**src/hw/rtl/pmlp_pkg.sv**
```systemverilog
package pmlp_pkg;

    // table geometry
    localparam int TABLE_BITS = 10;
    localparam int NUM_SLOTS  = 1 << TABLE_BITS;
    localparam int PAGE_SHIFT = 12;

    // field widths
    localparam int KEY_W    = 36;
    localparam int KEY_HI_W = KEY_W - 32;
    localparam int HANDLE_W = 32;
    localparam int STATUS_W = 3;

    // murmur3 finalizer half
    localparam int          MIX_SHIFT   = 33;
    localparam logic [31:0] MIX_MULT_LO = 32'hed558ccd;
    localparam logic [31:0] MIX_MULT_HI = 32'hff51afd7;

    // result status codes
    localparam logic [STATUS_W-1:0] ST_HIT  = 3'd0;
    localparam logic [STATUS_W-1:0] ST_NEW  = 3'd1;
    localparam logic [STATUS_W-1:0] ST_MISS = 3'd2;
    localparam logic [STATUS_W-1:0] ST_FULL = 3'd3;
    localparam logic [STATUS_W-1:0] ST_ZERO = 3'd4;

    // operation codes
    localparam logic FUNC_LOOKUP = 1'b0;
    localparam logic FUNC_INSERT = 1'b1;

    // front to back queue
    localparam int QUEUE_DEPTH = 2;
    localparam int QPTR_W      = $clog2(QUEUE_DEPTH);
    localparam int QCNT_W      = QPTR_W + 1;

    // classified item handed from front to back
    typedef struct packed {
        logic                  func;
        logic [KEY_W-1:0]      key;
        logic [HANDLE_W-1:0]   handle;
        logic [TABLE_BITS-1:0] slot;
        logic                  zero;
    } pmlp_req_t;

endpackage

```
**src/hw/rtl/pmlp_queue.sv**
```systemverilog
module pmlp_queue (
    input  logic                clk,
    input  logic                rst_n,
    input  logic                push,
    input  pmlp_pkg::pmlp_req_t push_entry,
    output logic                full,
    input  logic                pop,
    output pmlp_pkg::pmlp_req_t head,
    output logic                empty
);

    import pmlp_pkg::*;

    pmlp_req_t         entry_reg [QUEUE_DEPTH];
    logic [QPTR_W-1:0] wr_ptr_reg;
    logic [QPTR_W-1:0] rd_ptr_reg;
    logic [QCNT_W-1:0] count_reg;

    assign full  = (count_reg == QCNT_W'(QUEUE_DEPTH));
    assign empty = (count_reg == '0);
    assign head  = entry_reg[rd_ptr_reg];

    // entry storage
    always_ff @(posedge clk)
    begin
        if (push)
        begin
            entry_reg[wr_ptr_reg] <= push_entry;
        end
    end

    // pointers and fill count
    always_ff @(posedge clk or negedge rst_n)
    begin
        if (!rst_n)
        begin
            wr_ptr_reg <= '0;
            rd_ptr_reg <= '0;
            count_reg  <= '0;
        end
        else
        begin
            if (push)
            begin
                wr_ptr_reg <= wr_ptr_reg + 1'b1;
            end
            if (pop)
            begin
                rd_ptr_reg <= rd_ptr_reg + 1'b1;
            end
            if (push && !pop)
            begin
                count_reg <= count_reg + 1'b1;
            end
            else if (pop && !push)
            begin
                count_reg <= count_reg - 1'b1;
            end
        end
    end

endmodule

```
**config.mk**
```make
export PLATFORM = sky130hd
export DESIGN_NAME = pmlp_queue
export DESIGN_NICKNAME = d
export VERILOG_FILES = /design/src/hw/rtl/pmlp_pkg.sv /design/src/hw/rtl/pmlp_queue.sv
export SDC_FILE = /design/constraint.sdc
export NUM_CORES = 1
export LEC_CHECK = 0
export BUFFER_PORTS_ARGS = -buffer_cell sky130_fd_sc_hd__buf_2
export CAP_MARGIN = 20
export CORE_MARGIN = 4
export CORE_UTILIZATION = 49
export CTS_BUF_LIST = sky130_fd_sc_hd__clkbuf_4
export DETAILED_ROUTE_END_ITERATION = 8
export PLACE_DENSITY = 0.84
export SLEW_MARGIN = 20
export SYNTH_ARGS = -nofsm -noshare
export SYNTH_HDL_FRONTEND = slang
export SYNTH_SLANG_ARGS = --single-unit
```
**constraint.sdc**
```tcl
create_clock -name clk -period 4.5 [get_ports clk]
set_input_delay 0.225 -clock clk [delete_from_list [all_inputs] [get_ports clk]]
set_output_delay 0.225 -clock clk [all_outputs]
set_load 0.05 [all_outputs]
```
# After elaboration in Yosys (flattened, before gate mapping)
# Memory sizes are Yosys's and may differ from the RTL's.
# Index checks and enable logic that the tools add are counted.
dict set report classes {
  n_addsub 4
  eq_ne 1
  mux 4
  reduce_logical 6
}
# cell count
set op_table {}
lappend op_table {{2-bit 2-to-1 mux} 2}
lappend op_table {{1-bit adder (second input constant)} 2}
lappend op_table {{2-bit by 1-bit adder with 2-bit output (second input constant)} 1}
lappend op_table {{2-bit == test (second input constant)} 1}
lappend op_table {{1-bit logical AND} 2}
lappend op_table {{1-bit logical NOT} 2}
lappend op_table {{2-bit logical NOT} 1}
lappend op_table {{1-bit 2-to-1 mux} 2}
lappend op_table {{2-bit nonzero test} 1}
lappend op_table {{2-bit by 1-bit subtractor with 2-bit output (second input constant)} 1}
dict set report totals {
  reg_bits 4
  ram_bits 160
  in_bits 84
  n_memories 1
}
# memory words width rd rd_ports_with_merged_regs wr line
set mem_list {}
lappend mem_list {entry_reg 2 80 1 0 1 pmlp_queue.sv:14} ;# pmlp_req_t entry_reg [QUEUE_DEPTH];

# Logic depth before layout (Yosys ltp)
# Gate-level depths: netlist (run 1).
dict set report logic_depth {
  ltp_word 4
  depth_mapped 5
  mapped_depth_nobuf 5
}

# Least setup slack after synthesis (run 1)
# OpenSTA, ideal clock, no wires.
dict set report synth_timing {
  path_kind {reg2reg}
  startpoint {register wr_ptr_reg}
  endpoint {memory entry_reg[0][0] (netlist bit), enable pin}
  setup_time_ns 0.528
  t_arrival_ns 3.950
  setup_slack_ns 0.022
  path_stages_with_launch 2
  synth_period_minus_slack_ns 4.478
  cell_sequence {dfrtp_1 nor2b_1}
}
# item line
set synth_rtl {}
lappend synth_rtl {{from (decl)} pmlp_queue.sv:15} ;# logic [QPTR_W-1:0] wr_ptr_reg;
lappend synth_rtl {{from (signal assigned)} pmlp_queue.sv:45} ;# wr_ptr_reg <= wr_ptr_reg + 1'b1;
lappend synth_rtl {{to (decl)} pmlp_queue.sv:14}
# No word-level cell before the write port.

==> summary.txt, run 1 <==
Run status
  – Result of the run: finished clean

Detailed routing
  – Number of vias in the routed layout: 3364
  – Max Used Layer: met4
  – Final routed wirelength across all metal layers: 11900 µm
  – DR vias/cell: 4.71
  – Sum of met3 wire segment lengths after detailed routing: 723 µm
  – Drt initial violations: 192
  – Detailed route wirelength on metal2: 6440 µm
  – Initial DRT Pass Iterations: 5
  – Count of antenna-violating nets left after detailed routing: 0
  – Routed wire length per instance: 16.7 µm
  – Detailed-route DRC error count: 0
  – Met1 layer wirelength in the final routing: 4480 µm

Power and ir drop
  – Combinational group share of total power: 44.6%
  – Fraction of power spent switching nets: 41.0%
  – Internal power contribution: 3.31 mW
  – Worst ir drop on vdd: 0.497 mV
  – Share of power burned in registers: 38.8%
  – Power density over cell area: 663 mW/mm²
  – Clock network fraction of design power: 16.6%
  – Static leakage: 3.44 nW
  – Net Switching: 2.30 mW

CTS
  – TritonCTS clock tree: yes
  – Clock tree root buffer cell: sky130_fd_sc_hd__clkbuf_4
  – Clock slew seen by the registers of the worst setup and hold paths: 0.14 ns
  – Number of setup buffers added after CTS: 0
  – Number of gates given a new drive strength after cts: 0
  – Number of CTS-inserted buffers: 17
  – Total number of clock tree sinks: 164
  – Clock H-tree levels: 4
  – Latest clock arrival within the worst-skew pair: 0.54 ns
  – CTS max path bufs: 2

Floorplan
  – Chip width: 122 µm
  – Die area: 0.0149 mm²
  – Initial standard-cell utilization of the core: 50.2%
  – Vertical die dimension: 122 µm
  – Core box area: 0.0127 mm²
  – Number of primary I/O pins: 166
  – # rows: 41

Synth
  – Flop and latch count out of synthesis: 164
  – Synth Net Count: 350
  – Mean post-synth cell area: 24.0 µm²
  – Synth warn: 0
  – Netlist area before placement: 0.00636 mm²
  – Distinct cell type count of the synthesized netlist: 13
  – Part of the Yosys area used for sequential elements: 77.1%
  – Syn Inst Count: 265

Placed design
  – HPWL Detailed: 7150 µm
  – Weighted congestion reported at the end of routability-driven placement: 0.673
  – Instance count after placement with tap cells included: 597
  – Number of port buffers: 165

Timing
  – Worst slew pin tran: 0.585 ns
  – Time the worst path needs with I/O delays and setup: 2.69 ns
  – Number of failing setup endpoints in the final timing report: 0
  – Unrepaired setup endpoints after global routing: false
  – Setup TNS: 0 ns
  – Achievable Freq: 372 MHz
  – Headroom to the max-slew limit: 61.0%
  – Slew Limit Fails: 0
  – Clock skew: 0.00919 ns
  – Final Hold Violating Endpoints: 0
  – Period utilisation layout: 59.7%

GRT
  – GRT Resource Usage Total: 16.5%
  – Antenna violations before repair: 0
  – Grt total ovfl: 0
  – Pin count of the biggest net entering global routing: 81
  – Via count of the first global-routing pass: 3668
  – Wire length of the first global-routing pass: 18200 µm

Final layout
  – Area Growth Syn to Fin: 33.0%
  – Final layout net count: 614
  – Filler cell count: 835
  – Layout Cells excl Fill: 714
  – Largest register FFs: 160
  – Area of the multi-input gates: 0.00129 mm²
  – Area used by sequential logic in the layout: 0.00491 mm²
  – Ratio of cells with drive above 1 in the final layout: 52.4%
  – Diode count: 0

Critical path
  – Category of the worst setup path launch point: flip-flop
  – CP max FO: 31
  – Kind of end point of the critical path: primary output
  – Start-to-end type of the worst setup path: flip-flop to primary output
  – Signal arrival time at the worst endpoint: 2.46 ns
  – FF-to-FF Start: wr_ptr_reg
  – Data required, critical path: 4.28 ns
  – Crit path launch: rd_ptr_reg

Min path
  – Worst hold-check path type: input port to flip-flop
  – Critical hold path startpoint: push_entry[59]

Job
  – Count of max-cap constraint violations: 0
## critical path, stage by stage (launching register included)
cell and delay [ns]:
sky130_fd_sc_hd__dfrtp_4 0.76, sky130_fd_sc_hd__buf_4 0.56, sky130_fd_sc_hd__mux2_4 0.35, sky130_fd_sc_hd__buf_2 0.21
## synthesized netlist by cell type
cell type / number / area [µm²]
sky130_fd_sc_hd__mux2_2: 1 / 11.3
sky130_fd_sc_hd__edfxtp_1: 160 / 4800
sky130_fd_sc_hd__buf_6: 1 / 11.3
sky130_fd_sc_hd__buf_12: 8 / 160
sky130_fd_sc_hd__dfrtp_1: 4 / 100
sky130_fd_sc_hd__xor2_1: 4 / 35.0
sky130_fd_sc_hd__nor2b_1: 2 / 12.5
sky130_fd_sc_hd__xnor2_1: 1 / 8.76
sky130_fd_sc_hd__nor2_1: 2 / 7.51
sky130_fd_sc_hd__inv_1: 1 / 3.75
sky130_fd_sc_hd__and2_1: 1 / 6.26
sky130_fd_sc_hd__ha_1: 1 / 12.5
sky130_fd_sc_hd__mux2_4: 79 / 1190
## area by class of cell
class | instances | share of cell area, %
clock buffer | 18 | 1.60
timing repair buffer | 254 | 20.3
multi-input combinational | 91 | 15.3
tap | 172 | 2.55
clock inverter | 14 | 2.20
sequential | 164 | 58.0
inverter | 1 | 0.0444
## timing repair
item                                   4_1_cts  5_1_grt
endpoints found under the hold margin      166        0
hold buffers                                84        0
setup endpoints to repair                    0        0
## stage by stage
step | utilization [%] | hold slack [ns] | setup slack [ns] | cell area (µm²) | power (mW)
floorplan | - | -0.0706 | 0.0215 | 6360 | 4.36
global placement | 57.4 | 0.0328 | 2.40 | 7270 | 4.62
detailed placement | 57.4 | 0.0363 | 2.38 | 7270 | 4.65
CTS | 66.6 | 0.325 | 1.73 | 8440 | 5.64
global route | 66.7 | 0.324 | 1.64 | 8460 | 5.84
finish | 66.7 | 0.398 | 1.81 | 8460 | 5.61
## per-layer routing
layer | global-route usage (%) | vias to the layer above
met5 | 0 | -
met4 | 7.56 | 0
met3 | 4.97 | 23
met2 | 29.2 | 129
met1 | 18.1 | 1628
li1 | - | 1584
## final timing paths
check	end	slack [ns]	cells past startpoint
max in group asynchronous	rd_ptr_reg	3.71	3
min in group asynchronous	count_reg[0]	0.59	3
worst min register to register	count_reg[1]	0.53	1
worst max-delay path	head[72]	1.81	3
worst max register to register	entry_reg[1][48]	2.85	2
worst min-delay path	entry_reg[0][59]	0.40	2
## power groups by stage
| stage | Sequential [mW] | Clock, mW | Combinational, mW |
|---|---|---|---|
| floorplan | 2.15 | 0 | 2.21 |
| global placement | 2.19 | 0 | 2.42 |
| detailed placement | 2.21 | 0 | 2.44 |
| CTS | 2.18 | 0.959 | 2.50 |
| global route | 2.21 | 1.04 | 2.60 |
| finish | 2.17 | 0.931 | 2.50 |
## layout by cell type, fill, tap and decap left out, types with 2 or more instances in the layout
cell / n
sky130_fd_sc_hd__bufinv_16: 4
sky130_fd_sc_hd__clkinv_4: 2
sky130_fd_sc_hd__clkinv_2: 3
sky130_fd_sc_hd__clkinvlp_4: 4
sky130_fd_sc_hd__buf_2: 165
sky130_fd_sc_hd__clkbuf_4: 18
sky130_fd_sc_hd__mux2_4: 79
sky130_fd_sc_hd__edfxtp_1: 160
sky130_fd_sc_hd__xor2_1: 4
sky130_fd_sc_hd__dfrtp_1: 3
sky130_fd_sc_hd__nor2_1: 2
sky130_fd_sc_hd__dlygate4sd3_1: 84
sky130_fd_sc_hd__buf_4: 4
## kinds of logic after synthesis
| group | share of synthesized area (%) |
|---|---|
| flip-flops | 77.1 |
| multiplexers | 18.8 |
| buffers and inverters | 2.75 |
| XOR/XNOR | 0.689 |
| AND/OR/NAND/NOR | 0.413 |
| adder cells (fa/ha/maj) | 0.197 |
Note: power is estimated with default switching activity, not from simulation.
==> run 2: changes to the inputs <==
- clock period: 4.5 -> 2.2 ns (I/O delays scaled with it)
==> summary.txt, run 2 (synthesis results as in run 1) <==
Run status
  – Result of the run: finished clean

Critical path
  – Start-to-end type of the worst setup path: flip-flop to primary output
  – Signal arrival time at the worst endpoint: 1.96 ns
  – Cell at the slowest stage of the critical path: sky130_fd_sc_hd__dfrtp_4
  – Data required, critical path: 2.09 ns
  – Largest delay share family, worst path: flip-flops
  – Largest stage delay, worst path: 0.62 ns
  – Kind of end point of the critical path: primary output
  – Buf/Inv on CP: 2
  – CP max FO: 22
  – Cell Chain, Critical Path: buf_12 > mux2_4 > buf_2
  – Category of the worst setup path launch point: flip-flop
  – Flop2flop setup slack: 0.65 ns

Timing
  – Headroom to the max-slew limit: 57.2%
  – Worst-case setup margin in the final layout: 0.131 ns
  – Period utilisation layout: 94.1%
  – Setup TNS: 0 ns
  – Achievable Freq: 483 MHz
  – Unrepaired setup endpoints after global routing: false
  – Slew Limit Fails: 0
  – Time the worst path needs with I/O delays and setup: 2.07 ns
  – Worst slew pin tran: 0.642 ns
  – Number of failing setup endpoints in the final timing report: 0
  – Clock skew: 0.0198 ns
  – Final Hold Violating Endpoints: 0

Floorplan
  – Vertical die dimension: 122 µm
  – Die area: 0.0149 mm²
  – Number of primary I/O pins: 166
  – Initial standard-cell utilization of the core: 50.2%
  – # rows: 41
  – Core box area: 0.0127 mm²
  – Chip width: 122 µm

Power and ir drop
  – Total design power: 11.4 mW
  – Worst ir drop on vdd: 0.878 mV
  – Combinational group share of total power: 46.9%
  – Fraction of power spent switching nets: 42.4%
  – Static leakage: 3.45 nW
  – Share of power burned in registers: 38.7%
  – Net Switching: 4.81 mW
  – Internal power contribution: 6.54 mW
  – Clock network fraction of design power: 14.4%
  – Power density over cell area: 1340 mW/mm²

Placed design
  – Weighted congestion reported at the end of routability-driven placement: 0.711
  – Placement Setup Slack: 0.590 ns
  – HPWL Detailed: 7930 µm
  – Area of placed instances: 0.00735 mm²
  – Number of port buffers: 165

GRT
  – GRT Resource Usage Total: 17.7%
  – Via count of the first global-routing pass: 3747
  – Wire length of the first global-routing pass: 19300 µm
  – Antenna violations before repair: 0
  – Grt total ovfl: 0
  – Pin count of the biggest net entering global routing: 46

CTS
  – Total number of clock tree sinks: 164
  – Number of CTS-inserted buffers: 17
  – Clock slew seen by the registers of the worst setup and hold paths: 0.14 ns
  – CTS max path bufs: 2
  – Clock tree root buffer cell: sky130_fd_sc_hd__clkbuf_4
  – Clock H-tree levels: 4
  – TritonCTS clock tree: yes
  – Latest clock arrival within the worst-skew pair: 0.54 ns

Final layout
  – Area Growth Syn to Fin: 33.0%
  – Largest register FFs: 160
  – Final core utilization: 66.8%
  – Diode count: 0
  – Ratio of cells with drive above 1 in the final layout: 52.3%
  – Post-route standard cell area excluding fillers: 0.00846 mm²
  – Final layout net count: 617
  – Top library cells by usage in the layout, fill and taps aside: 165 x sky130_fd_sc_hd__buf_2, 160 x sky130_fd_sc_hd__edfxtp_1, 84 x sky130_fd_sc_hd__dlygate4sd3_1
  – Most common cell after layout, fill and taps aside: sky130_fd_sc_hd__buf_2

Detailed routing
  – Routed wire length per instance: 17.7 µm
  – DR vias/cell: 4.74
  – Drt initial violations: 187
  – Final routed wirelength across all metal layers: 12700 µm
  – Initial DRT Pass Iterations: 4
  – Number of vias in the routed layout: 3396
  – Detailed-route DRC error count: 0
  – Count of antenna-violating nets left after detailed routing: 0

Min path
  – Worst hold-check path type: input port to flip-flop

Job
  – Count of max-cap constraint violations: 0
-- run 2: power groups by stage --
| stage | registers, mW | clock network, mW | logic, mW |
|---|---|---|---|
| floorplan | 4.35 | 0 | 4.52 |
| global placement | 4.46 | 0 | 5.11 |
| detailed placement | 4.51 | 0 | 5.16 |
| CTS | 4.40 | 1.67 | 5.35 |
| global route | 4.45 | 1.81 | 5.54 |
| finish | 4.39 | 1.63 | 5.33 |
-- run 2: final cells by class --
cell class	count	area, µm²
Inverter	1	3.75
Clock buffer	18	135
Clock inverter	14	128
Timing Repair Buffer	257	1780
Fill cell	851	4210
Tap cell	172	215
Multi-Input combinational cell	91	1290
Sequential cell	164	4910
-- run 2: per-layer routing --
metal / up-vias / wire length, µm / GRT usage [%]
li1: 1584 / - / -
met1: 1665 / 4650 / 19.3
met2: 122 / 7000 / 32.0
met3: 25 / 773 / 5.06
met4: 0 / 265 / 7.35
met5: - / 0 / 0
-- run 2: repair_timing --
| item | in CTS | in global routing |
|---|---|---|
| hold endpoints to repair | 167 | 0 |
| hold buffers | 84 | 0 |
| gates resized for setup | 0 | 0 |
| buffers inserted | 1 | 0 |
| endpoints found under the setup margin | 63 | 0 |
-- run 2: worst reg2reg max path: stages, from the launching register on --
cell and delay (ns):
sky130_fd_sc_hd__dfrtp_1 0.44, sky130_fd_sc_hd__and2_4 0.46, sky130_fd_sc_hd__buf_4 0.35
-- run 2: stage by stage --
stage / std cells / hold WS [ns]
floorplan: 265 / -0.186
global placement: 600 / -0.0794
detailed placement: 600 / -0.0769
CTS: 717 / 0.217
global route: 717 / 0.225
finish: 717 / 0.283
-- run 2: worst paths after layout --
| check | to | startpoint | cells past startpoint |
|---|---|---|---|
| max in group asynchronous | wr_ptr_reg | rst_n | 3 |
| hold / removal | entry_reg[0][62] | push_entry[62] | 2 |
| min in group asynchronous | rd_ptr_reg | rst_n | 3 |
| hold reg to reg | count_reg[1] | count_reg[1] | 1 |
| setup / recovery | head[13] | rd_ptr_reg | 3 |
| setup reg to reg | entry_reg[1][49] | wr_ptr_reg | 2 |
==> run 3: changes to the inputs <==
- ABC_AREA: default -> 1
==> summary.txt, run 3 <==
Run status
  – Result of the run: finished clean

Final layout
  – Final core utilization: 66.8%
  – Filler cell count: 832
  – Post-route standard cell area excluding fillers: 0.00846 mm²
  – Area Growth Syn to Fin: 32.6%
  – Top library cells by usage in the layout, fill and taps aside: 165 x sky130_fd_sc_hd__buf_2, 160 x sky130_fd_sc_hd__edfxtp_1, 84 x sky130_fd_sc_hd__dlygate4sd3_1
  – Ratio of cells with drive above 1 in the final layout: 52.2%
  – Final layout net count: 628
  – Diode count: 0
  – Largest register FFs: 160
  – Most common cell after layout, fill and taps aside: sky130_fd_sc_hd__buf_2

Synth
  – Mean post-synth cell area: 23.3 µm²
  – Library cell with the highest instance count after synthesis: sky130_fd_sc_hd__edfxtp_1
  – Share of Yosys cell area claimed by the top area cell type: 75.3%
  – Flop and latch count out of synthesis: 164
  – Synth warn: 0
  – Post-synth top flop: sky130_fd_sc_hd__edfxtp_1
  – Library cell with the largest summed area after synthesis: sky130_fd_sc_hd__edfxtp_1
  – Distinct cell type count of the synthesized netlist: 14
  – Part of the Yosys area used for sequential elements: 76.9%
  – Netlist area before placement: 0.00638 mm²
  – Post-synth ARST share: 2.44%
  – Most area-consuming cells after synthesis: sky130_fd_sc_hd__edfxtp_1 75%, sky130_fd_sc_hd__mux2_4 19%, sky130_fd_sc_hd__buf_12 2.5%
  – Synth Net Count: 359
  – Syn Inst Count: 274
  – Number of flops mapped to enable cells by yosys: 160
  – Top cells by instance count after synthesis: 160 x sky130_fd_sc_hd__edfxtp_1, 79 x sky130_fd_sc_hd__mux2_4, 8 x sky130_fd_sc_hd__buf_12

Timing
  – Unrepaired setup endpoints after global routing: false
  – Period utilisation layout: 90.0%
  – Final Hold Violating Endpoints: 0
  – Achievable Freq: 505 MHz
  – Slew Limit Fails: 0
  – Setup TNS: 0 ns
  – Worst slew pin tran: 0.647 ns
  – Clock skew: 0.0170 ns
  – Number of failing setup endpoints in the final timing report: 0
  – Headroom to the max-slew limit: 56.9%
  – Time the worst path needs with I/O delays and setup: 1.98 ns

Floorplan
  – Core box area: 0.0127 mm²
  – Number of primary I/O pins: 166
  – Initial standard-cell utilization of the core: 50.4%
  – Die area: 0.0149 mm²
  – # rows: 41
  – Vertical die dimension: 122 µm
  – Chip width: 122 µm

Placed design
  – Number of port buffers: 165
  – Weighted congestion reported at the end of routability-driven placement: 0.673
  – HPWL Detailed: 7520 µm
  – Area of placed instances: 0.00735 mm²

Critical path
  – Cell at the slowest stage of the critical path: sky130_fd_sc_hd__dfrtp_4
  – Largest stage delay, worst path: 0.50 ns
  – Kind of end point of the critical path: primary output
  – Signal arrival time at the worst endpoint: 1.87 ns
  – Crit path to: head[59]
  – Cell Chain, Critical Path: buf_12 > mux2_2 > buf_2
  – Worst-case reg-to-reg path depth: 3
  – Flop2flop setup slack: 0.71 ns
  – Data required, critical path: 2.09 ns
  – Start-to-end type of the worst setup path: flip-flop to primary output
  – Category of the worst setup path launch point: flip-flop
  – Crit path launch: rd_ptr_reg
  – CP max FO: 28
  – Reg-to-reg endpoint: entry_reg[1][60]
  – FF-to-FF Start: wr_ptr_reg

CTS
  – Latest clock arrival within the worst-skew pair: 0.55 ns
  – CTS max path bufs: 2
  – Number of CTS-inserted buffers: 17
  – Clock H-tree levels: 4
  – Clock tree root buffer cell: sky130_fd_sc_hd__clkbuf_4
  – Clock slew seen by the registers of the worst setup and hold paths: 0.14 ns
  – Total number of clock tree sinks: 164
  – TritonCTS clock tree: yes

Detailed routing
  – Routed wire length per instance: 17.1 µm
  – Count of antenna-violating nets left after detailed routing: 0
  – Initial DRT Pass Iterations: 4
  – Number of vias in the routed layout: 3435
  – Drt initial violations: 173
  – DR vias/cell: 4.72
  – Detailed-route DRC error count: 0
  – Final routed wirelength across all metal layers: 12500 µm

Job
  – Count of max-cap constraint violations: 0

GRT
  – Grt total ovfl: 0
  – GRT Resource Usage Total: 17.7%
  – Antenna violations before repair: 1
  – Pin count of the biggest net entering global routing: 49
  – Via count of the first global-routing pass: 3944
  – Wire length of the first global-routing pass: 19500 µm

Min path
  – Worst hold-check path type: input port to flip-flop

Power and ir drop
  – Internal power contribution: 6.51 mW
  – Worst ir drop on vdd: 1.00 mV
  – Share of power burned in registers: 38.5%
  – Clock network fraction of design power: 14.0%
  – Static leakage: 3.47 nW
  – Fraction of power spent switching nets: 42.2%
  – Power density over cell area: 1330 mW/mm²
  – Combinational group share of total power: 47.5%
  – Net Switching: 4.76 mW
  – Total design power: 11.3 mW
[run 3: changes by cell type in the layout (fill, tap and decap cells not counted), moves of 2 or more]
cell                       change
sky130_fd_sc_hd__buf_12        -2
sky130_fd_sc_hd__clkinv_4      +2
sky130_fd_sc_hd__nand2_1       +5
sky130_fd_sc_hd__buf_4         +5
sky130_fd_sc_hd__xor2_1        -2
sky130_fd_sc_hd__clkinv_1      -3
sky130_fd_sc_hd__inv_1         +5
sky130_fd_sc_hd__clkinv_2      +5
sky130_fd_sc_hd__inv_6         -4
[run 3: layer usage]
| metal | global-route usage [%] | routed length, µm | vias up |
|---|---|---|---|
| met5 | 0 | 7 | - |
| met4 | 8.12 | 318 | 2 |
| met3 | 5.80 | 790 | 32 |
| met2 | 32.7 | 6720 | 121 |
| met1 | 18.0 | 4650 | 1657 |
| li1 | - | - | 1623 |
[run 3: cell type report]
type	count	area, µm²	share of cell area (%)
Inverter	7	30.0	0.355
Sequential cell	164	4910	58.0
Multi-Input combinational cell	94	1280	15.2
Timing Repair Buffer	259	1770	20.9
Clock inverter	13	113	1.33
Tap cell	172	215	2.54
Clock buffer	19	143	1.69
[run 3: worst min path at each step]
stage          cells after the start      startpoint          endpoint  slack, ns
5_1_grt                            2  push_entry[57]  entry_reg[1][57]       0.22
2_1_floorplan                      0           rst_n      count_reg[0]      -0.19
6_report                           2  push_entry[11]  entry_reg[0][11]       0.28
4_1_cts                            2  push_entry[11]  entry_reg[0][11]       0.21
3_5_place_dp                       1           rst_n      count_reg[0]      -0.08
3_3_place_gp                       1           rst_n      count_reg[1]      -0.08
[run 3: kinds of logic after synthesis]
kind of cell	Yosys count	synth area share, %
fa+ha+maj	1	0.196
xor+xnor	3	0.412
simple gates	10	0.647
buf+inv	16	3.10
mux	80	18.8
flops	164	76.9
[run 3: power by group through the flow]
stage | logic [mW] | clock network (mW) | registers, mW
3_5_place_dp | 5.16 | 0 | 4.48
2_1_floorplan | 4.53 | 0 | 4.35
6_report | 5.35 | 1.58 | 4.34
4_1_cts | 5.37 | 1.63 | 4.35
5_1_grt | 5.60 | 1.78 | 4.41
3_3_place_gp | 5.12 | 0 | 4.42
[run 3: critical path, delay by kind of cell (launching register included)]
kind / cells / cell delay (ns)
DFF: 1 / 0.50
buffers and inverters: 2 / 0.45
muxes: 1 / 0.37
[run 3: what timing repair did]
item,4_1_cts,5_1_grt
hold buffers,84,0
hold endpoints to repair,167,0
setup endpoints to repair,16,0
buffers inserted,2,0
gates resized for setup,0,0
[run 3: per-stage QoR]
stage | worst slack (ns) | hold WS, ns | cells
floorplan | 0.129 | -0.186 | 274
global placement | 0.633 | -0.0796 | 610
detailed placement | 0.604 | -0.0789 | 610
CTS | 0.123 | 0.209 | 728
global route | 0.0810 | 0.220 | 728
finish | 0.220 | 0.276 | 728
