`src/hw/rtl/pmlp_pkg.sv`:
```
package pmlp_pkg;

    // table geometry
    localparam int TABLE_BITS = 10;
    localparam int NUM_SLOTS  = 1 << TABLE_BITS;
    localparam int PAGE_SHIFT = 12;

    // field widths
    localparam int KEY_W    = 36;
    localparam int KEY_HI_W = KEY_W - 32;
    localparam int HANDLE_W = 32;
    localparam int STATUS_W = 3;

    // murmur3 finalizer half
    localparam int          MIX_SHIFT   = 33;
    localparam logic [31:0] MIX_MULT_LO = 32'hed558ccd;
    localparam logic [31:0] MIX_MULT_HI = 32'hff51afd7;

    // result status codes
    localparam logic [STATUS_W-1:0] ST_HIT  = 3'd0;
    localparam logic [STATUS_W-1:0] ST_NEW  = 3'd1;
    localparam logic [STATUS_W-1:0] ST_MISS = 3'd2;
    localparam logic [STATUS_W-1:0] ST_FULL = 3'd3;
    localparam logic [STATUS_W-1:0] ST_ZERO = 3'd4;

    // operation codes
    localparam logic FUNC_LOOKUP = 1'b0;
    localparam logic FUNC_INSERT = 1'b1;

    // front to back queue
    localparam int QUEUE_DEPTH = 2;
    localparam int QPTR_W      = $clog2(QUEUE_DEPTH);
    localparam int QCNT_W      = QPTR_W + 1;

    // classified item handed from front to back
    typedef struct packed {
        logic                  func;
        logic [KEY_W-1:0]      key;
        logic [HANDLE_W-1:0]   handle;
        logic [TABLE_BITS-1:0] slot;
        logic                  zero;
    } pmlp_req_t;

endpackage

```
`src/hw/rtl/pmlp_front.sv`:
```
module pmlp_front (
    input  logic                         clk,
    input  logic                         rst_n,
    input  logic                         in_valid,
    output logic                         in_stall,
    input  logic                         func,
    input  logic [pmlp_pkg::KEY_W-1:0]    page_number,
    input  logic [pmlp_pkg::HANDLE_W-1:0] handle,
    input  logic                         clear_busy,
    output logic                         q_push,
    output pmlp_pkg::pmlp_req_t          q_entry,
    input  logic                         q_full
);

    import pmlp_pkg::*;

    typedef enum logic [2:0] {
        F_IDLE,
        F_MUL0,
        F_MUL1,
        F_MUL2,
        F_PUSH
    } front_state_t;

    front_state_t        state_reg;
    logic                func_reg;
    logic [KEY_W-1:0]    key_reg;
    logic [HANDLE_W-1:0] handle_reg;
    logic                zero_reg;
    logic [KEY_W-1:0]    x1_reg;
    logic [63:0]         pp_lo_reg;
    logic [31:0]         hi_reg;
    logic [63:0]         prod_reg;

    logic                in_take;
    logic [KEY_W-1:0]    x1_in;
    logic [63:0]         pp0;
    logic [31:0]         pp1;
    logic [31:0]         pp2;
    logic [63:0]         mixed;

    assign in_stall = (state_reg != F_IDLE) || clear_busy;
    assign in_take  = in_valid && !in_stall;
    assign x1_in    = page_number ^ (page_number >> MIX_SHIFT);

    // partial products of the 64-bit multiply, one per cycle
    assign pp0 = {32'b0, x1_reg[31:0]} * {32'b0, MIX_MULT_LO};
    assign pp1 = x1_reg[31:0] * MIX_MULT_HI;
    assign pp2 = {{(32-KEY_HI_W){1'b0}}, x1_reg[KEY_W-1:32]} * MIX_MULT_LO;

    // final xor-shift and slot select
    assign mixed = prod_reg ^ (prod_reg >> MIX_SHIFT);

    assign q_push          = (state_reg == F_PUSH) && !q_full;
    assign q_entry.func    = func_reg;
    assign q_entry.key     = key_reg;
    assign q_entry.handle  = handle_reg;
    assign q_entry.slot    = zero_reg ? '0 : mixed[TABLE_BITS-1:0];
    assign q_entry.zero    = zero_reg;

    // accept, hash sequencer, hand-off to queue
    always_ff @(posedge clk or negedge rst_n)
    begin
        if (!rst_n)
        begin
            state_reg <= F_IDLE;
        end
        else
        begin
            case (state_reg)
                F_IDLE:
                begin
                    if (in_take)
                    begin
                        func_reg   <= func;
                        key_reg    <= page_number;
                        handle_reg <= handle;
                        x1_reg     <= x1_in;
                        zero_reg   <= (page_number == '0);
                        state_reg  <= (page_number == '0) ? F_PUSH : F_MUL0;
                    end
                end
                F_MUL0:
                begin
                    pp_lo_reg <= pp0;
                    state_reg <= F_MUL1;
                end
                F_MUL1:
                begin
                    hi_reg    <= pp1;
                    state_reg <= F_MUL2;
                end
                F_MUL2:
                begin
                    prod_reg  <= {pp_lo_reg[63:32] + hi_reg + pp2, pp_lo_reg[31:0]};
                    state_reg <= F_PUSH;
                end
                F_PUSH:
                begin
                    if (!q_full)
                    begin
                        state_reg <= F_IDLE;
                    end
                end
                default:
                begin
                    state_reg <= F_IDLE;
                end
            endcase
        end
    end

endmodule

```
`config.mk`:
```
export PLATFORM = sky130hd
export DESIGN_NAME = pmlp_front
export DESIGN_NICKNAME = d
export VERILOG_FILES = /design/src/hw/rtl/pmlp_pkg.sv /design/src/hw/rtl/pmlp_front.sv
export SDC_FILE = /design/constraint.sdc
export NUM_CORES = 1
export LEC_CHECK = 0
export BUFFER_PORTS_ARGS = -buffer_cell sky130_fd_sc_hd__buf_2
export CORE_AREA = 4 4 199 162
export CTS_CLUSTER_SIZE = 12
export DETAILED_ROUTE_END_ITERATION = 10
export DIE_AREA = 0 0 203 166
export PLACE_DENSITY = 0.86
export SLEW_MARGIN = 20
export SYNTH_ARGS = -nofsm -noshare
export SYNTH_HDL_FRONTEND = slang
export SYNTH_SLANG_ARGS = --single-unit
```
`constraint.sdc`:
```
create_clock -name clk -period 10.5 [get_ports clk]
set_input_delay 1.05 -clock clk [delete_from_list [all_inputs] [get_ports clk]]
set_output_delay 1.05 -clock clk [all_outputs]
set_load 0.01 [all_outputs]
```
Word level (Yosys, flattened, before mapping)
Index checks and enable logic that the tools add are counted.
- input port bits: 74
- logic and storage cells: 40
- output and inout port bits: 82
- flip-flop bits (word level): 206
- mux-type cells: 5
- bitwise operators: 2
- multiply operators: 3
- reductions and logical operators: 13
- equality and inequality tests: 6
- add/sub/neg operators: 2
- operator list (cell ; number):
    $mul 32x32->43 const B ; 1
    $logic_not 36->1 ; 1
    $xor 36x3->36 ; 1
    $mul 32x25->11 const B ; 1
    $mul 4x32->11 const B ; 1
    $add 11x11->11 ; 2
    $pmux 3 s5 ; 1
    $mux 10 ; 1
    $xor 10x10->10 ; 1
    $mux 3 ; 3
    $reduce_and 2->1 ; 4
    $eq 3x2->1 const B ; 2
    $ne 2x2->1 const B ; 2
    $eq 3x1->1 const B ; 1
    $eq 3x3->1 const B ; 1
    $logic_not 3->1 ; 1
    $reduce_and 3->1 ; 1
    $reduce_bool 3->1 ; 1
    $logic_and 1x1->1 ; 2
    $logic_not 1->1 ; 2
    $logic_or 1x1->1 ; 1

Logic depth before layout (Yosys ltp)
Gate-level depths: netlist of run 1.
- depth in word-level cells: 6
- mapped depth: 23
- mapped depth without buffers: 23

Worst setup path after synthesis of run 1
Ideal clock, no wire load.
- kind: in2reg
- from: input port clear_busy
- to: register func_reg (enable)
- stages: 2
- required time: 9816 ps
- setup slack: 1700 ps
- arrival time: 8116 ps
- path through: nand2b_1 -> nor4_1
- longest elaborated chain between the ends: 4
- ends and longest elaborated chain (element ; line ; RTL):
    start: declaration ; pmlp_front.sv:9 ; input logic clear_busy,
    $logic_or 1x1->1 ; pmlp_front.sv:42 ; assign in_stall = (state_reg != F_IDLE) || clear_busy;
    $logic_not 1->1 ; pmlp_front.sv:43 ; assign in_take = in_valid && !in_stall;
    $logic_and 1x1->1 ; pmlp_front.sv:43 ;
    $reduce_and 3->1 (no source line) ; -- ;
    end signal: assignment ; pmlp_front.sv:75 ; func_reg <= func;
    end: declaration ; pmlp_front.sv:26 ; logic func_reg;
Every way passes these cells.
A chain may end at the register's enable or synchronous reset.

==> results of run 1 <==
-- final timing paths --
kind,from,to
min reg2reg,pp_lo_reg[7],prod_reg[7]
min in group clk,pp_lo_reg[7],prod_reg[7]
max reg2reg,key_reg[11],pp_lo_reg[39]
min,rst_n,state_reg[1]
max,key_reg[11],pp_lo_reg[39]
max in group asynchronous,rst_n,state_reg[0]
-- synth_stat cells (12+ instances only) --
library cell  instances  area share, %
nand2_1              12           0.24
ha_1                262             17
a21oi_1              31           0.83
nor2_1               35           0.70
buf_4                35            1.4
edfxtp_1            125             20
xnor2_1              65            3.0
fa_1                363             39
xor2_1               16           0.75
o21ai_0              17           0.45
a21o_1               14           0.56
inv_1               596             12
-- through the flow --
stage | std cells | setup WS (ns) | hold WS, ns | area [um2]
global route | 2228 | 2.96 | 0.409 | 20500
CTS | 2228 | 3.33 | 0.408 | 20500
global placement | 2196 | 3.41 | 0.400 | 19800
detailed placement | 2196 | 3.37 | 0.405 | 19800
finish | 2229 | 3.25 | 0.420 | 20500
floorplan | 1661 | 1.70 | 0.400 | 18800
-- layout by cell type (no fill, tap or decap), drive strengths merged, types with 5 or more instances in the layout --
cell,n
ha,262
nor2,35
fa,363
a21oi,32
a2111oi,5
nand3,10
xor2,16
nor4,11
nor3,7
a21o,14
o21ai,19
inv,599
nand2,12
buf,161
clkbuf,18
edfxtp,125
xnor2,65
-- cell families (layout without fill, tap and decap cells) --
family          after synthesis  after routing  share of synthesized area, %
buf+inv                     635            789                          13.4
fa+ha+maj                   625            625                          56.2
simple gates                 94             94                          2.54
flops                       128            128                          20.4
other cells                   0              1                             0
xor+xnor                     81             81                          3.78
compound gates               97             97                          3.67
mux                           1              1                        0.0600
-- metal layers --
metal	GRT usage (%)	routed length (um)	part of all wire, %
met5	1.86	105	0.21
met3	11.9	5840	11
met4	10.5	1780	3.5
met2	48.2	22400	44
met1	43.8	20800	41
-- cell type report --
class | instances | area (um2)
Sequential cell | 128 | 3830
Fill cell | 2278 | 9680
Inverter | 596 | 2240
Antenna cell | 1 | 2.50
Clock buffer | 18 | 429
Multi-Input combinational cell | 898 | 12400
Timing Repair Buffer | 161 | 821
Tap cell | 413 | 517
Clock inverter | 14 | 209
-- worst max-delay path: stages (launching register included) --
cell and delay (ns):
edfxtp_1 0.66, ha_1 0.54, ha_1 0.47, fa_1 0.61
inv_1 0.08, fa_1 0.51, inv_1 0.07, fa_1 0.56
fa_1 0.44, fa_1 0.50, inv_1 0.05, fa_1 0.47
inv_1 0.04, ha_1 0.30, nand3_1 0.14, nor3_1 0.43
o2111ai_1 0.18, a32o_1 0.27, o21ai_2 0.16, nor3_4 0.09
a2111o_1 0.41, o211ai_1 0.10
==> impl_results.md, run 1 <==
* Status: finished, final reports clean
* Seq/Total Area, Yosys at 20.4%
* Final Util at 67.9%
* Max Fclk at 0.138 GHz
* Synth Cell Area at 18800 um2
* Slew @ Worst Pin at 1.04 ns
* GRT Total Usage at 32.1%
* Final count of hold timing violations at 0
* CTS buffer count at 17
* Sum Neg Setup Slack at 0 ns
* Largest register FFs at 36
* Largest net degree at the start of global routing at 63
* #FFs+latches synth at 128
* TritonCTS clock tree: yes
* Max-cap viol count at 0
* R2R depth at 21
* Crit path DAT at 7.51 ns
* Routability cong. at 1.01
* First-pass GRT wire length at 79300 um
* Ys async rst share at 2.34%
* Critical path startpoint category: flip-flop
* Post-CTS Resized at 0
* CP Capture Type: flip-flop
* I/O Buffers at 155
* Tcrit/Tclk final at 69.0%
* Syn avg cell area at 11.3 um2
* DRT Pass-1 Iters at 5
* Slew headroom at 30.1%
* Worst Hold Class: input pin to async pin
* Minimum clock period at 7.25 ns
* DR WL/cell at 22.8 um
* Area delta synth->final at 9.13%
* Clk slew on worst S/H paths at 0.07 ns
* Synth cell types at 52
* Synthesized Nets at 2360
* Setup Buffers After CTS at 0
* CORE AREA at 30200 um2
* Clk buf depth at 2
* Root buffer cell: clkbuf_16
* Reg-to-reg slack, setup at 3.25 ns
* Final antenna-violating net count at 0
* Vias at 11800
* Clk Latency, worst-skew pair at 0.43 ns
* Die width at 203 um
* Mean number of vias per cell at 5.31
* CTS H-tree depth at 4
* CP Max Fanout at 10
* RSZ-0062 raised after global routing: false
* Number of global-route vias before repair at 13500
* Initial antenna violation count at 3
* Clock Sinks at 128
* # setup viols final at 0
* Skew final at 0.0126 ns
* Pins Over Slew Limit at 0
* Cells after Synth at 1661
* Drt drc at 0
* CTS Hold Bufs at 0
* WS Path Type: flip-flop to flip-flop
* Initial Util at 62.2%
* Overflow after GRT at 0
* Iter 0 DRT Violations at 837
* Syn. warnings at 0
* Synth Flop Type: edfxtp_1
* DIE HEIGHT at 166 um
* Layout cell share with drive strength beyond 1 at 11.4%
* CP required at 10.76 ns
* Die area at 33700 um2
* Post-synth EDFFs at 125
* Nets at 2501
* I/O pin count at 156
* Detailed Route WL at 50900 um
* DPL Wire Length at 45000 um
* FP Rows at 57
Power of run 1 is left out: the tool's default activity adds up to more than one toggle a clock period on the data nets, which glitch-free logic cannot reach.
==> inputs of run 2 (changes only) <==
--- a/config.mk
+++ b/config.mk
@@ -6,11 +6,11 @@
 export NUM_CORES = 1
 export LEC_CHECK = 0
 export BUFFER_PORTS_ARGS = -buffer_cell sky130_fd_sc_hd__buf_2
-export CORE_AREA = 4 4 199 162
+export CORE_AREA = 4 4 208 170
 export CTS_CLUSTER_SIZE = 12
 export DETAILED_ROUTE_END_ITERATION = 10
-export DIE_AREA = 0 0 203 166
-export PLACE_DENSITY = 0.86
+export DIE_AREA = 0 0 212 174
+export PLACE_DENSITY = 0.83
 export SLEW_MARGIN = 20
 export SYNTH_ARGS = -nofsm -noshare
 export SYNTH_HDL_FRONTEND = slang
==> constraint.sdc (replaced) <==
create_clock -name clk -period 6.12 [get_ports clk]
set_input_delay 0.612 -clock clk [delete_from_list [all_inputs] [get_ports clk]]
set_output_delay 0.612 -clock clk [all_outputs]
set_load 0.01 [all_outputs]
==> run 2 against run 1 <==
Critical path depth is 1 lower. Via count rose by 17%. First-iteration DRC count increased by 44%. Register-to-register slack got worse by 3.8 ns. Global-route usage shrank 0.23 points. Non-clock buffer count rose by 283. Count of clock-buffer cells in the layout is 1 lower. Die area increased by 9.5%. The run now ends with setup timing left.
==> impl_results.md, run 2 (same netlist as run 1, synthesis figures left out) <==
* Status: finished, violations left
* Failing checks: setup timing
* Drt drc at 0 (unchanged)
* Clk buf depth at 2 (unchanged)
* Largest register FFs at 36 (unchanged)
* Skew final at 0.0162 ns (+0.00363 ns)
* Final count of hold timing violations at 0 (unchanged)
* Final worst slack at -0.518 ns (-3.77 ns)
* CTS H-tree depth at 4 (unchanged)
* DIE HEIGHT at 174 um (+4.8%)
* Final Util at 70.2% (+2.3 points)
* # setup viols final at 11 (+11)
* Root buffer cell: clkbuf_16
* Clk slew on worst S/H paths at 0.07 ns (about the same)
* Iter 0 DRT Violations at 1209 (+44%)
* Design Area, Final at 23400 um2 (+14%)
* CP Capture Type: flip-flop
* FP Rows at 60 (+5.3%)
* I/O pin count at 156 (unchanged)
* Final antenna-violating net count at 0 (unchanged)
* Pins Over Slew Limit at 0 (unchanged)
* TritonCTS clock tree: yes
* Placed instance area at 21900 um2 (+10%)
* Initial antenna violation count at 0 (-3)
* Detailed Route WL at 58100 um (+14%)
* Routability cong. at 1.05 (+3.4%)
* Commonest non-fill, non-tap cell in the layout: inv_1
* Layout cell share with drive strength beyond 1 at 27.8% (+16 points)
* Dpl cells at 2456 (+12%)
* Max-cap viol count at 0 (unchanged)
* Layout Cells excl Fill at 2532 (+14%)
* Die width at 212 um (+4.4%)
* CTS buffer count at 17 (unchanged)
* # diodes at 0 (-1)
* CORE AREA at 33300 um2 (+10%)
* DR WL/cell at 22.9 um (+0.47%)
* First-pass GRT wire length at 87500 um (+10%)
* RSZ-0062 raised after global routing: true
* Nets at 2784 (+11%)
* Max Fclk at 0.151 GHz (+9.2%)
* Clock Sinks at 128 (unchanged)
* DPL Wire Length at 47000 um (+4.6%)
* Overflow after GRT at 0 (unchanged)
* Most frequent cells in the layout: 577 x inv_1, 351 x fa_1, 271 x buf_4
* Vias at 13800 (+17%)
* CP Max Fanout at 4 (-6)
* Largest net degree at the start of global routing at 39 (-38%)
* Slew headroom at 49.1% (+19 points)
* I/O Buffers at 155 (unchanged)
* Initial Util at 56.5% (-5.8 points)
* Mean number of vias per cell at 5.45 (+2.6%)
* Tcrit/Tclk final at 108% (+39 points)
* CP required at 6.30 ns (-4.46 ns)
* Die area at 36900 um2 (+9.5%)
* Number of global-route vias before repair at 15200 (+13%)
* Minimum clock period at 6.64 ns (-0.610 ns)
* WS Path Type: flip-flop to flip-flop
* Clk Latency, worst-skew pair at 0.44 ns (about the same)
* Crit path DAT at 6.82 ns (-0.69 ns)
* GRT Total Usage at 31.9% (-0.23 points)
* Critical path startpoint category: flip-flop
* DRT Pass-1 Iters at 5 (unchanged)
* Hold slack at 0.348 ns (-0.0724 ns)
* Worst Hold Class: input pin to flip-flop
* Area delta synth->final at 24.4%
* Slew @ Worst Pin at 0.764 ns (-0.276 ns)
[run 2: changes by cell type in the layout (fill, tap and decap cells not counted), moves of 5 or more]
cell,before,now
buf_4,6,271
ha_1,262,224
ha_4,0,34
inv_1,596,577
inv_2,0,19
buf_6,0,13
fa_1,363,351
fa_2,0,12
a21oi_1,31,26
a21oi_2,0,5
[run 2: what timing repair did]
action                                 in CTS  in global routing
buffers inserted                           25                 19
pin swaps                                  37                 17
endpoints found under the hold margin       3                  0
resized for setup                          71                 38
setup endpoints to repair                  11                 11
hold buffers                                1                  0
[run 2: critical path: stages (launching register included)]
cell	delay [ns]
edfxtp_1	0.49
fa_1	0.65
inv_2	0.06
fa_1	0.51
inv_1	0.06
fa_2	0.56
fa_2	0.46
fa_1	0.53
fa_1	0.48
fa_1	0.52
inv_1	0.07
fa_1	0.53
inv_1	0.09
ha_4	0.27
or2_4	0.13
o41ai_4	0.08
a21oi_4	0.36
buf_6	0.20
nand3_2	0.09
o21ai_2	0.15
xor2_1	0.08
[run 2: layer usage]
| metal | GRT usage, % | share of wire, % | up-vias |
|---|---|---|---|
| met3 | 11.8 | 13 | 186 |
| li1 | - | - | 5826 |
| met5 | 0 | 0 | - |
| met2 | 50.1 | 47 | 871 |
| met4 | 11.4 | 4.1 | 0 |
| met1 | 40.8 | 36 | 6912 |
[run 2: stage by stage]
stage | setup TNS [ns] | worst slack (ns)
global route | -5.97 | -0.615
floorplan | -0.323 | -0.106
finish | -4.83 | -0.518
global placement | -4.06 | -0.485
CTS | -3.16 | -0.375
detailed placement | -5.47 | -0.597
[run 2: final timing paths]
| path | start | end | slack [ns] | depth (start not counted) |
|---|---|---|---|---|
| setup / recovery | x1_reg[2] | pp_lo_reg[36] | -0.52 | 20 |
| hold / removal | handle[18] | handle_reg[18] | 0.35 | 1 |
| setup reg to reg | x1_reg[2] | pp_lo_reg[36] | -0.52 | 20 |
| hold reg to reg | pp_lo_reg[8] | prod_reg[8] | 0.42 | 0 |
| max in group asynchronous | rst_n | state_reg[2] | 5.48 | 2 |
| min in group asynchronous | rst_n | state_reg[1] | 0.51 | 2 |
[run 2: cell type report]
cell class | instances | area (um2)
Clock buffer | 17 | 425
Clock inverter | 15 | 160
Fill cell | 2087 | 9890
Inverter | 596 | 2240
Multi-Input combinational cell | 898 | 13100
Sequential cell | 128 | 3830
Tap cell | 434 | 543
Timing Repair Buffer | 444 | 3050
Power of run 2 is left out for the same reason.
==> inputs of run 3 (changes only) <==
--- a/config.mk
+++ b/config.mk
@@ -5,11 +5,12 @@
 export SDC_FILE = /design/constraint.sdc
 export NUM_CORES = 1
 export LEC_CHECK = 0
+export ABC_AREA = 1
 export BUFFER_PORTS_ARGS = -buffer_cell sky130_fd_sc_hd__buf_2
-export CORE_AREA = 4 4 208 170
+export CORE_AREA = 2 2 212 172
 export CTS_CLUSTER_SIZE = 12
 export DETAILED_ROUTE_END_ITERATION = 10
-export DIE_AREA = 0 0 212 174
+export DIE_AREA = 0 0 214 174
 export PLACE_DENSITY = 0.83
 export SLEW_MARGIN = 20
 export SYNTH_ARGS = -nofsm -noshare
==> run 3 against run 2 <==
The run still ends with setup timing left. Synthesized cell count grew 19%. Wire length shrank 3.4%. Global-route usage rose by 0.23 points. Sequential share of layout area is 0.095 points lower. Non-clock buffer count is 118 lower. Flip-flop and latch count unchanged. Clock skew shrank 0.0065 ns. Cell area increased by 0.58%. Register-to-register slack improved by 0.40 ns. Via count up 3.8%. Area after synthesis is 5.4% higher. Count of clock-buffer cells in the layout increased by 2. Critical endpoint is now pp_lo_reg[38]. Highest routed layer is now met5.
==> impl_results.md, run 3 <==
* Clock Sinks at 128 (unchanged)
* Routability cong. at 1.06 (+0.93%)
* # diodes at 0 (unchanged)
* Cells after Synth at 1969 (+19%)
* Setup crit end: pp_lo_reg[38]
* Final worst slack at -0.117 ns (+0.401 ns)
* #FFs+latches synth at 128 (unchanged)
* Setup crit start: x1_reg[2]
* Initial Util at 56.1% (-0.37 points)
* Largest register FFs at 36 (unchanged)
* Layout cell share with drive strength beyond 1 at 22.3% (-5.6 points)
* Critical Path Slowest Stage Cell: fa_2
* Synthesized Nets at 2668 (+13%)
* Skew final at 0.00968 ns (-0.00653 ns)
* I/O pin count at 156 (unchanged)
* Max Fclk at 0.160 GHz (+6.4%)
* Critical path startpoint category: flip-flop
* Syn. warnings at 0 (unchanged)
* Minimum clock period at 6.24 ns (-0.401 ns)
* Nets at 2977 (+6.9%)
* DR WL/cell at 20.3 um (-12%)
* Vias at 14300 (+3.8%)
* Status: finished, violations left
* Final count of hold timing violations at 0 (unchanged)
* R2r startpoint: x1_reg[2]
* Synth cell types at 36 (-31%)
* Most frequent cells after synthesis: 667 x inv_1, 363 x fa_1, 262 x ha_1
* Reg-to-reg slack, setup at -0.12 ns (+0.40 ns)
* CP Capture Type: flip-flop
* R2R depth at 20 (unchanged)
* Commonest non-fill, non-tap cell in the layout: inv_1
* Number of global-route vias before repair at 15600 (+2.5%)
* WS Path Type: flip-flop to flip-flop
* CP cell instances: fa_1 -> inv_1 -> fa_1 -> inv_1 -> fa_1 -> fa_1 -> fa_2 -> fa_1 -> fa_1 -> inv_1 -> fa_1 -> inv_2 -> ha_4 -> nand2_2 -> nand2_2 -> a21oi_2 -> o21bai_1 -> a21oi_1 -> nand3_1 -> xor2_1
* Pins Over Slew Limit at 0 (unchanged)
* CORE AREA at 35300 um2 (+6.1%)
* Clk slew on worst S/H paths at 0.07 ns (about the same)
* FP Rows at 62 (+3.3%)
* Die width at 214 um (+0.94%)
* Clk buf depth at 2 (unchanged)
* Detailed Route WL at 56100 um (-3.4%)
* Seq/Total Area, Yosys at 19.3% (-1.1 points)
* Clk Latency, worst-skew pair at 0.46 ns (+0.02 ns)
* Slew headroom at 40.9% (-8.2 points)
* Hold_sp: handle[17]
* Final antenna-violating net count at 0 (unchanged)
* Synth Flop Type: edfxtp_1
* TritonCTS clock tree: yes
* Slew @ Worst Pin at 0.880 ns (+0.116 ns)
* DRT Pass-1 Iters at 7 (+2)
* Tcrit/Tclk final at 102% (-6.5 points)
* I/O Buffers at 155 (unchanged)
* Max-cap viol count at 0 (unchanged)
* Overflow after GRT at 0 (unchanged)
* Largest net degree at the start of global routing at 42 (+7.7%)
* Crit path DAT at 6.45 ns (-0.37 ns)
* Worst Hold Class: input pin to flip-flop
* Die area at 37200 um2 (+0.94%)
* CTS H-tree depth at 4 (unchanged)
* CP required at 6.34 ns (+0.04 ns)
* Cell mode on critical path: fa_1
* Layout Cells excl Fill at 2771 (+9.4%)
* Post-synth EDFFs at 125 (unchanged)
* Top cells by area, synth: fa_1 37%, edfxtp_1 19%, ha_1 17%
* Initial antenna violation count at 2 (+2)
* Most numerous cell in the Yosys netlist: inv_1
* CTS buffer count at 17 (unchanged)
* Mean number of vias per cell at 5.17 (-5.2%)
* First-pass GRT wire length at 88100 um (+0.80%)
* Post-synth top area cell: fa_1
* Synth Cell Area at 19800 um2 (+5.4%)
* # setup viols final at 10 (-1)
* Root buffer cell: clkbuf_16
* Ys async rst share at 2.34% (unchanged)
* Iter 0 DRT Violations at 1104 (-8.7%)
* Dpl cells at 2722 (+11%)
* GRT Total Usage at 32.1% (+0.23 points)
* Most frequent cells in the layout: 648 x inv_1, 344 x fa_1, 240 x ha_1
* Failing checks: setup timing
* Sum Neg Setup Slack at -0.744 ns (+4.09 ns)
* RSZ-0062 raised after global routing: true
* DIE HEIGHT at 174 um (unchanged)
* Drt drc at 0 (unchanged)
* Largest incremental delay on the critical path at 0.62 ns (-0.03 ns)
* CP Max Fanout at 4 (unchanged)
* Synth top area share at 36.7% (-2.0 points)
* Area delta synth->final at 18.7%
* Syn avg cell area at 10.1 um2 (-11%)
* DPL Wire Length at 49300 um (+4.9%)
* Reg2reg end: pp_lo_reg[38]
run 3: cell types whose count changed in the layout (fill, tap and decap cells not counted), sizes merged, moves of 19 or more:
cell / change
nor2: +53
inv: +70
buf: -118
a21oi: +23
xnor2: -33
o21ai: +19
nand2: +161
nand3: +27
run 3: cells by family (layout without fill, tap and decap cells):
group | after synthesis | count (layout) | share of synthesized area, %
AOI/OAI and AO/OA | 115 | 115 | 3.17
xor gates and xnor gates | 61 | 61 | 2.70
adders and majority gates | 625 | 625 | 53.3
buffers and inverters | 707 | 1029 | 14.1
DFF | 128 | 128 | 19.3
and+or+nand+nor | 333 | 333 | 7.45
run 3: worst min-delay path by stage:
stage | endpoint | slack [ns] | cells past startpoint
2_1_floorplan | state_reg[0] | 0.32 | 0
3_3_place_gp | state_reg[2] | 0.41 | 1
3_5_place_dp | prod_reg[1] | 0.41 | 0
4_1_cts | handle_reg[26] | 0.30 | 1
5_1_grt | handle_reg[26] | 0.30 | 1
6_report | handle_reg[17] | 0.32 | 1
run 3: final cells by class:
class / count / area (um2)
clock inverters: 13 / 151
multi-input cells: 1134 / 13800
repair buffers: 326 / 2120
clock buffers: 19 / 433
flip-flops and latches: 128 / 3830
well taps: 480 / 601
fillers: 2748 / 11800
inverters: 671 / 2520
run 3: critical path, delay by kind of cell (launching register included):
kind	cells	cell delay [ns]
buffers and inverters	4	0.22
xor gates and xnor gates	1	0.17
DFF	1	0.48
AOI/OAI and AO/OA	3	0.45
adders and majority gates	9	4.42
and+or+nand+nor	3	0.27
run 3: timing repair:
item / 4_1_cts / 5_1_grt
pin swaps: 44 / 41
endpoints found under the setup margin: 11 / 11
setup buffers: 11 / 5
gates resized for setup: 76 / 91
hold endpoints to repair: 3 / 0
hold buffers: 1 / 0
run 3: through the flow:
stage               area (um2)  hold WS (ns)  utilization, %  worst slack (ns)
CTS                      23100         0.303            65.5            -0.113
floorplan                19800         0.316               -             0.182
global placement         22100         0.406            62.6            -0.369
detailed placement       22100         0.406            62.6            -0.295
finish                   23500         0.324            66.6            -0.117
global route             23500         0.299            66.6            -0.292
run 3: metal layers:
| metal | routed length [um] | GRT usage [%] |
|---|---|---|
| met1 | 23400 | 44.1 |
| met2 | 25200 | 49.5 |
| met3 | 5670 | 9.71 |
| met4 | 1830 | 9.47 |
| met5 | 22 | 0 |
Power of run 3 is left out for the same reason.
